### config.mk
export PLATFORM = sky130hd
export DESIGN_NAME = sorted_priority_queue_unit
export DESIGN_NICKNAME = d
export VERILOG_FILES = /design/src/sv/spq_pkg.sv /design/src/sv/spq_ctrl.sv /design/src/sv/spq_dpath.sv /design/src/sv/sorted_priority_queue_unit.sv
export SDC_FILE = /design/constraint.sdc
export NUM_CORES = 1
export LEC_CHECK = 0
export ABC_AREA = 1
export CAP_MARGIN = 20
export CORE_MARGIN = 2
export CORE_UTILIZATION = 25
export DETAILED_ROUTE_END_ITERATION = 6
export DONT_BUFFER_PORTS = 1
export HOLD_SLACK_MARGIN = 0.15
export PLACE_DENSITY_LB_ADDON = 0.2
export SYNTH_ARGS = -nofsm -noshare
export SYNTH_HDL_FRONTEND = slang
export SYNTH_HIERARCHICAL = 1
export SYNTH_SLANG_ARGS = --single-unit
### constraint.sdc
create_clock -name clk -period 10.45 [get_ports clk]
set_input_delay 2.09 -clock clk [delete_from_list [all_inputs] [get_ports clk]]
set_output_delay 2.09 -clock clk [all_outputs]
set_load 0.03 [all_outputs]
### src/sv/spq_pkg.sv
// Package with shared constants, codes and control types of the sorted priority queue.
`timescale 1ns / 1ps

package spq_pkg;

  localparam int SPQ_DEPTH         = 16;
  localparam int SPQ_PRIORITY_BITS = 8;

  localparam int KIND_W  = 2;
  localparam int VALUE_W = 32;
  localparam int PRI_IN_W = 8;
  localparam int STAT_W  = 2;
  localparam int OCC_W   = 5;
  localparam int IN_DATA_W  = 40;
  localparam int OUT_DATA_W = 40;

  localparam logic [KIND_W-1:0] KIND_PUSH = 2'd0;
  localparam logic [KIND_W-1:0] KIND_POP  = 2'd1;
  localparam logic [KIND_W-1:0] KIND_PEEK = 2'd2;

  localparam logic [STAT_W-1:0] ST_OK    = 2'd0;
  localparam logic [STAT_W-1:0] ST_EMPTY = 2'd1;
  localparam logic [STAT_W-1:0] ST_FULL  = 2'd2;

  // Commands from the controller to the datapath.
  typedef struct packed {
    logic capture;  // latch the incoming operation
    logic execute;  // update the cell chain and load the result register
  } spq_cmd_t;

endpackage

### src/sv/spq_ctrl.sv
// Controller state machine of the sorted priority queue.
`timescale 1ns / 1ps

module spq_ctrl
  import spq_pkg::*;
(
  input  logic     clk,
  input  logic     rst_n,
  input  logic     in_tvalid,
  output logic     in_tready,
  output logic     out_tvalid,
  input  logic     out_tready,
  output spq_cmd_t cmd
);

  localparam logic ST_IDLE = 1'b0;
  localparam logic ST_EXEC = 1'b1;

  logic state_r, state_nxt;
  logic out_valid_r, out_valid_nxt;

  assign in_tready   = (state_r == ST_IDLE);
  assign out_tvalid  = out_valid_r;
  assign cmd.capture = in_tvalid && in_tready;
  // The result register may be reloaded once its old content is gone or leaves now.
  assign cmd.execute = (state_r == ST_EXEC) && (!out_valid_r || out_tready);

  always_comb begin
    state_nxt     = state_r;
    out_valid_nxt = out_valid_r;
    if (out_tready) begin
      out_valid_nxt = 1'b0;
    end
    case (state_r)
      ST_IDLE: begin
        if (cmd.capture) begin
          state_nxt = ST_EXEC;
        end
      end
      ST_EXEC: begin
        if (cmd.execute) begin
          state_nxt     = ST_IDLE;
          out_valid_nxt = 1'b1;
        end
      end
      default: begin
        state_nxt = ST_IDLE;
      end
    endcase
  end

  always_ff @(posedge clk) begin
    if (!rst_n) begin
      state_r     <= ST_IDLE;
      out_valid_r <= 1'b0;
    end else begin
      state_r     <= state_nxt;
      out_valid_r <= out_valid_nxt;
    end
  end

`ifndef SYNTH
  a_exec_gives_result: assert property (@(posedge clk) disable iff (!rst_n)
    cmd.execute |=> out_valid_r)
    else $error("executed operation did not present a result");

  a_capture_to_exec: assert property (@(posedge clk) disable iff (!rst_n)
    cmd.capture |=> (state_r == ST_EXEC) && !in_tready)
    else $error("captured operation did not enter execution");

  a_wait_on_stall: assert property (@(posedge clk) disable iff (!rst_n)
    (state_r == ST_EXEC) && out_valid_r && !out_tready |=> (state_r == ST_EXEC))
    else $error("operation executed over an untaken result");
`endif

endmodule

### src/sv/spq_dpath.sv
// Datapath of the sorted priority queue: operation latch, sorted cell chain, result register.
`timescale 1ns / 1ps

module spq_dpath
  import spq_pkg::*;
#(
  parameter int DEPTH         = SPQ_DEPTH,
  parameter int PRIORITY_BITS = SPQ_PRIORITY_BITS
) (
  input  logic                  clk,
  input  logic                  rst_n,
  input  spq_cmd_t              cmd,
  input  logic [KIND_W-1:0]     in_kind,
  input  logic [VALUE_W-1:0]    in_item_value,
  input  logic [PRI_IN_W-1:0]   in_item_priority,
  output logic [VALUE_W-1:0]    out_result_value,
  output logic [STAT_W-1:0]     out_status,
  output logic [OCC_W-1:0]      out_occupancy
);

  localparam int CNT_W = $clog2(DEPTH + 1);

  logic [KIND_W-1:0]        kind_r;
  logic [VALUE_W-1:0]       val_r;
  logic [PRIORITY_BITS-1:0] pri_r;

  logic [VALUE_W-1:0]       cell_val_r [DEPTH];
  logic [VALUE_W-1:0]       cell_val_nxt [DEPTH];
  logic [PRIORITY_BITS-1:0] cell_pri_r [DEPTH];
  logic [PRIORITY_BITS-1:0] cell_pri_nxt [DEPTH];
  logic [CNT_W-1:0]         count_r, count_nxt;

  logic [VALUE_W-1:0] res_val_r, res_val_nxt;
  logic [STAT_W-1:0]  res_st_r, res_st_nxt;
  logic [OCC_W-1:0]   res_occ_r, res_occ_nxt;

  logic [DEPTH-1:0] at_or_after;  // cell lies at or behind the insertion point
  logic [DEPTH-1:0] prev_after;
  logic             full, empty;

  assign full  = (count_r == CNT_W'(DEPTH));
  assign empty = (count_r == '0);

  // Every cell compares its priority with the new one at once. Held cells are
  // sorted, so the flags rise once and stay high; empty cells count as behind.
  always_comb begin
    for (int i = 0; i < DEPTH; i++) begin
      at_or_after[i] = (count_r <= CNT_W'(i)) || (cell_pri_r[i] >= pri_r);
    end
    prev_after[0] = 1'b0;
    for (int i = 1; i < DEPTH; i++) begin
      prev_after[i] = at_or_after[i-1];
    end
  end

  always_comb begin
    for (int i = 0; i < DEPTH; i++) begin
      cell_val_nxt[i] = cell_val_r[i];
      cell_pri_nxt[i] = cell_pri_r[i];
    end
    count_nxt   = count_r;
    res_val_nxt = '0;
    res_st_nxt  = ST_OK;
    case (kind_r)
      KIND_PUSH: begin
        res_val_nxt = val_r;
        if (full) begin
          res_st_nxt = ST_FULL;
        end else begin
          count_nxt = count_r + CNT_W'(1);
          for (int i = 0; i < DEPTH; i++) begin
            if (at_or_after[i] && !prev_after[i]) begin
              cell_val_nxt[i] = val_r;
              cell_pri_nxt[i] = pri_r;
            end
          end
          for (int i = 1; i < DEPTH; i++) begin
            if (at_or_after[i] && prev_after[i]) begin
              cell_val_nxt[i] = cell_val_r[i-1];
              cell_pri_nxt[i] = cell_pri_r[i-1];
            end
          end
        end
      end
      KIND_POP, KIND_PEEK: begin
        if (empty) begin
          res_st_nxt = ST_EMPTY;
        end else begin
          res_val_nxt = cell_val_r[0];
          if (kind_r == KIND_POP) begin
            count_nxt = count_r - CNT_W'(1);
            for (int i = 0; i < DEPTH - 1; i++) begin
              cell_val_nxt[i] = cell_val_r[i+1];
              cell_pri_nxt[i] = cell_pri_r[i+1];
            end
          end
        end
      end
      default: begin
        res_val_nxt = '0;
      end
    endcase
    res_occ_nxt = OCC_W'(count_nxt);
  end

  always_ff @(posedge clk) begin
    if (!rst_n) begin
      count_r <= '0;
    end else if (cmd.execute) begin
      count_r <= count_nxt;
    end
  end

  always_ff @(posedge clk) begin
    if (cmd.capture) begin
      kind_r <= in_kind;
      val_r  <= in_item_value;
      pri_r  <= PRIORITY_BITS'(in_item_priority);
    end
    if (cmd.execute) begin
      for (int i = 0; i < DEPTH; i++) begin
        cell_val_r[i] <= cell_val_nxt[i];
        cell_pri_r[i] <= cell_pri_nxt[i];
      end
      res_val_r <= res_val_nxt;
      res_st_r  <= res_st_nxt;
      res_occ_r <= res_occ_nxt;
    end
  end

  assign out_result_value = res_val_r;
  assign out_status       = res_st_r;
  assign out_occupancy    = res_occ_r;

endmodule

### src/sv/sorted_priority_queue_unit.sv
// Top level of the sorted priority queue: stream ports, controller and datapath.
`timescale 1ns / 1ps
// The result is offered once its operation executes: the transfer edge
// latches the operation, and in the execute state every cell of the chain
// compares and shifts in parallel while the result register loads at its end.
// The latch-then-execute sequence of the controller takes a new operation only
// after the last has executed; a stalled result lets the next operation
// transfer but holds its execution, and input ready stays low until it executes.
// Reset (rst_n low, synchronous) empties the queue and drops any pending result.

module sorted_priority_queue_unit
  import spq_pkg::*;
#(
  parameter int DEPTH         = SPQ_DEPTH,
  parameter int PRIORITY_BITS = SPQ_PRIORITY_BITS
) (
  input  logic                  clk,
  input  logic                  rst_n,
  input  logic                  in_tvalid,
  output logic                  in_tready,
  input  logic [IN_DATA_W-1:0]  in_tdata,   // [31:0] item_value, [39:32] item_priority
  input  logic [KIND_W-1:0]     in_tuser,   // [1:0] kind
  output logic                  out_tvalid,
  input  logic                  out_tready,
  output logic [OUT_DATA_W-1:0] out_tdata   // [31:0] result_value, [33:32] status,
                                            // [38:34] occupancy, [39] zero
);

  spq_cmd_t cmd;

  logic [VALUE_W-1:0] res_val;
  logic [STAT_W-1:0]  res_st;
  logic [OCC_W-1:0]   res_occ;

  // The controller decides when an operation is latched and when it executes;
  // it only executes once the result register is free or being emptied.
  spq_ctrl u_ctrl (
    .clk        (clk),
    .rst_n      (rst_n),
    .in_tvalid  (in_tvalid),
    .in_tready  (in_tready),
    .out_tvalid (out_tvalid),
    .out_tready (out_tready),
    .cmd        (cmd)
  );

  // The datapath keeps the entries sorted by ascending priority in a chain of
  // cells; a push inserts ahead of the first entry with equal or larger
  // priority, and a pop shifts the whole chain one place toward the head.
  spq_dpath #(
    .DEPTH         (DEPTH),
    .PRIORITY_BITS (PRIORITY_BITS)
  ) u_dpath (
    .clk              (clk),
    .rst_n            (rst_n),
    .cmd              (cmd),
    .in_kind          (in_tuser),
    .in_item_value    (in_tdata[VALUE_W-1:0]),
    .in_item_priority (in_tdata[VALUE_W +: PRI_IN_W]),
    .out_result_value (res_val),
    .out_status       (res_st),
    .out_occupancy    (res_occ)
  );

  // Pack the result fields from the lowest bit up, padding the top bit.
  assign out_tdata = {1'b0, res_occ, res_st, res_val};

endmodule
======== Word-level counts from Yosys, hierarchy flattened ========
Memories as Yosys holds them, arrays and structs flattened.
Index checks and enable logic that the tools add are counted.
storage, ports and cells
  register bits ........................... 88
  latch bits .............................. 0
  memory bits (writable) .................. 640
  ROM bits ................................ 0
  bits of input ports ..................... 46
  logic and storage cells ................. 206
  memories ................................ 2
cells by class
  add/sub/neg operators ................... 2
  multiply operators ...................... 0
  divide/modulo/power cells ............... 0
  $lt $le $gt $ge ......................... 32
  equality and inequality tests ........... 3
  shift-type cells ........................ 0
  mux-type cells .......................... 89
  bitwise operators ....................... 1
  reduce and logical (&&, ||, !) cells .... 68
memories
  name                depth  width  read ports  clocked after memory_dff  write ports  RTL line         text
  u_dpath.cell_val_r  16     32     16          0                         16           spq_dpath.sv:27  logic [VALUE_W-1:0] cell_val_r [DEPTH];
  u_dpath.cell_pri_r  16     8      16          0                         16           spq_dpath.sv:29  logic [PRIORITY_BITS-1:0] cell_pri_r [DEPTH];
operators with widths
  cell                   number
  $mux W32               33
  $mux W480              2
  $pmux W480 S2          1
  $mux W512              1
  $mux W8                32
  $mux W120              2
  $pmux W120 S2          1
  $ge A8 B8 Y1           16
  $mux W128              1
  $pmux W32 S2           1
  $le A5 B4 Y1 const B   8
  $logic_and A1 B1 Y1    32
  $le A5 B3 Y1 const B   4
  $logic_or A1 B1 Y1     17
  $logic_not A1 Y1       16
  $mux W5                3
  $le A5 B1 Y1 const B   2
  $le A5 B2 Y1 const B   2
  $pmux W5 S2            1
  $mux W1                8
  $add A5 B1 Y5 const B  1
  $eq A5 B5 Y1 const B   1
  $logic_not A5 Y1       1
  $sub A5 B1 Y5 const B  1
  8 further kinds        8

======== Logic depth before layout (Yosys ltp) ========
An unclocked memory read counts as a cell.
  depth after elaboration ................. 9
  mapped depth ............................ 15

======== By module ========
Netlist, hierarchy kept.
by module, submodules not included
  module                      instances  cells each  area each (µm²)  sequential area each (µm²)
  spq_dpath                   1          5,286       42,665.9         21,750.9
  spq_ctrl                    1          11          83.8             40.0
  sorted_priority_queue_unit  1          2           11.3             0.0

======== Least setup slack after synthesis ========
OpenSTA, ideal clock, no wires.
  kind .................................... input to register
  from .................................... input out_tready
  to ...................................... memory u_dpath/cell_pri_r[1][24] (netlist name) (enable)
  setup time .............................. 0.394 ns
  arrival time ............................ 4.953 ns
  data required time ...................... 10.056 ns
  path slack .............................. 5.103 ns
  stages .................................. 7
  cells stage by stage .................... inv_1 > a21oi_2 > o211ai_1 > nor2_1 > buf_2 > o21ai_0 > inv_1
RTL lines
  element          RTL line                          text
  start, declared  sorted_priority_queue_unit.sv:24  input logic out_tready,
  end, declared    spq_dpath.sv:29

==> impl_metrics.env <==
export IMPL_critPathKind="flop to flop"
export IMPL_grt_pass1_wl_um=210000
export IMPL_clk_latency_ps=690
export IMPL_hold_viol_final=0
export IMPL_fmax_ghz=0.251
export IMPL_cts_setup_buffers=0
export IMPL_grt_overflow_total=0
export IMPL_clock_skew_ps=29.4
export IMPL_initial_core_util_pct=25.2
export IMPL_wl_per_cell_um=18.8
export IMPL_syn_to_final_growth_pct=10.4
export IMPL_syn_area_per_cell_sq_um=8.07
export IMPL_nFillCells=18300
export IMPL_die_area_sq_um=174000
export IMPL_drive_gt1_share_pct=4.58
export IMPL_dp_cells=7187
export IMPL_synth_adder_area_share_pct=4.04
export IMPL_timing_slew_headroom_pct=19.1
export IMPL_synth_edf_count=721
export IMPL_die_x_um=418
export IMPL_dp_hpwl_um=89600
export IMPL_worstPathMaxFanout=178
export IMPL_finalCritPeriodShare_pct=38.2
export IMPL_finalSetupTns_ps=0
export IMPL_nNetsFinal=5245
export IMPL_critPathCaptureType="flop"
export IMPL_synth_fp_nets=5483
export IMPL_final_min_clock_period_ps=3990
export IMPL_cts_root_buf="clkbuf_16"
export IMPL_grt_pass1_vias=32700
export IMPL_yosysWarningCount=6
export IMPL_cts_max_path_buffers=3
export IMPL_io_pins=88
export IMPL_irDropWorstVdd_uv=123
export IMPL_synth_seq_cells=728
export IMPL_critPathLaunchType="flop"
export IMPL_routabilityCongestion=0.789
export IMPL_hold_buffers=0
export IMPL_synth_top_family_by_area="simple AND/OR/NAND/NOR gates"
export IMPL_die_h_um=418
export IMPL_yosys_area_top_type="edfxtp_1"
export IMPL_rsz0062_at_grt="false"
export IMPL_cts_tree="yes"
export IMPL_pre_cts_ws_ps=5980
export IMPL_slew_viol_final=0
export IMPL_htree_levels=3
export IMPL_yosys_area_share_simple_pct=33.9
export IMPL_hp_class="flop to flop"
export IMPL_p_leak_nw=21.0
export IMPL_synth_compound_area_share_pct=1.89
export IMPL_portBuffers=0
export IMPL_ctsResizeCount=0
export IMPL_synth_area_top_cells="edfxtp_1, nand2_1, nand3_1"
export IMPL_grt_total_usage_pct=15.4
export IMPL_synth_distinct_cells=31
export IMPL_dr_pass1_iters=6
export IMPL_ant_nets=0
export IMPL_viasPerCell=4.61
export IMPL_detail_route_iter0_violations=3228
export IMPL_clk_pin_slew_ps=60
export IMPL_synth_xor_area_share_pct=0.0614
export IMPL_worst_pin_slew_ps=1210
export IMPL_cp_required_ps=11000
export IMPL_synthMuxAreaShare_pct=0
export IMPL_row_count=151
export IMPL_stdcell_count=7355
export IMPL_setup_violations=0
export IMPL_arrival_ps=4540
export IMPL_dpl_instance_area_sq_um=44400
export IMPL_clock_sinks=728
export IMPL_synth_seq_area_share_pct=51.0
export IMPL_setup_ws_ps=6460
export IMPL_maxCapViolCount=0
export IMPL_synthCells=5299
export IMPL_finalInstanceArea_sq_um=47200
export IMPL_synth_ff_type="edfxtp_1"
export IMPL_wl_um=138000
export IMPL_detailroute_via_count=33900
export IMPL_synth_area_sq_um=42800
export IMPL_cts_buffers_inserted=88
export IMPL_synthArstFlopShare_pct=0
export IMPL_antenna_found_initial=3
export IMPL_powerDensity_nw_per_um2=183
export IMPL_grt_start_max_net_pins=203
export IMPL_synth_top_cell_area_share_pct=50.6
export IMPL_core_area_sq_um=170000
export IMPL_outcome="complete, no violations"
export IMPL_drc=0
==> where the power goes <==
part	internal (mW)	switching (mW)	total (mW)
Combinational	0.539	1.38	1.92
Sequential	3.52	0.140	3.66
Clock	1.77	1.30	3.07
Total	5.83	2.82	8.65
==> cells in the final DEF, fill, tap and decap left out, types with 6 or more instances in the layout <==
cell       netlist  routed
clkbuf_1       148      21
inv_1          553     537
o21ai_0         17      17
buf_4           19      54
clkbuf_16        0      89
nand3b_1       158     158
o22ai_1         40      40
nand4_1          6       6
edfxtp_1       721     721
clkinv_2         0      13
nand3_1       1081    1081
nand2_1       2018    2004
nand2_2          6      14
buf_12           0       8
nor2_1          58      57
inv_2            7      23
dfxtp_1          7       7
ha_1           138     136
bufinv_16        0       7
clkinv_1         0      20
nand2_4          0       6
o21ai_1         10      10
a21oi_1         74      74
==> cells in the mapped netlist (2+ instances only) <==
library cell	instances
nand3_1	1081
o21bai_1	2
dfxtp_1	7
nand4_1	6
nand3b_1	158
buf_1	12
inv_1	553
clkbuf_1	148
o21ai_0	17
a21oi_1	74
o21ai_1	10
inv_2	7
o22ai_1	40
edfxtp_1	721
o21a_1	2
buf_4	19
nand2_2	6
nor2_1	58
buf_2	210
ha_1	138
nand2_1	2018
xor2_1	3
==> final timing paths <==
kind                                                 start  depth (start not counted)  slack, ps                         end
worst max register to register           u_dpath/kind_r[0]                          9       6460  u_dpath/cell_val_r[1][200]
worst min register to register  u_dpath/cell_val_r[1][237]                          2        510  u_dpath/cell_val_r[1][205]
worst min-delay path            u_dpath/cell_val_r[1][237]                          2        510  u_dpath/cell_val_r[1][205]
worst max-delay path                     u_dpath/kind_r[0]                          9       6460  u_dpath/cell_val_r[1][200]
==> per-stage QoR <==
step                hold slack [ps]  util (%)  power, mW
finish                          511      27.8       8.65
detailed placement              503      26.1       5.64
floorplan                       495         -       5.07
global route                    535      27.8       9.11
global placement                499      26.1       5.61
CTS                             515      27.8       8.76
==> metal layers <==
| metal | global-route usage [%] | vias up | routed length (um) | part of all wire (%) |
|---|---|---|---|---|
| met5 | 0 | - | 0 | 0 |
| met4 | 4.98 | 0 | 3930 | 2.8 |
| met3 | 1.60 | 163 | 7450 | 5.4 |
| met2 | 22.6 | 978 | 58100 | 42 |
| met1 | 23.4 | 15900 | 68800 | 50 |
| li1 | - | 16900 | - | - |
==> logic make-up after synthesis <==
| group | Yosys count |
|---|---|
| simple gates | 3331 |
| flops | 728 |
| fa+ha+maj | 138 |
| compound gates | 148 |
| xor+xnor | 3 |
| buf+inv | 950 |
| other cells | 1 |
==> worst max-delay path: stages (launching register included) <==
cell	delay, ps
edfxtp_1	420
inv_1	140
ha_4	370
buf_12	300
nor2_4	160
buf_4	510
buf_12	560
buf_12	520
nand3_1	210
nand2_1	100
==> sequential cells by signal, summed over array words and instances, names as in the netlist <==
signal                    cells
u_dpath/cell_val_r          512
u_dpath/cell_pri_r          128
u_dpath/out_result_value     32
u_dpath/val_r                32
u_dpath/pri_r                 8
u_dpath/count_r               5
u_dpath/out_occupancy         5
u_dpath/kind_r                2
u_dpath/out_status            2
u_ctrl/out_tvalid             1
u_ctrl/state_r                1
==> layout make-up <==
cell class | instances | area (sq um) | share of cell area, %
Clock buffer | 114 | 2360 | 5.00
Clock inverter | 50 | 460 | 0.975
Sequential cell | 728 | 21800 | 46.1
Multi-Input combinational cell | 3621 | 17200 | 36.3
Timing Repair Buffer | 62 | 566 | 1.20
Tap cell | 2218 | 2780 | 5.88
Antenna cell | 2 | 5.00 | 0.0106
Inverter | 560 | 2100 | 4.45
No activity file was read; power rests on OpenSTA's default activity.
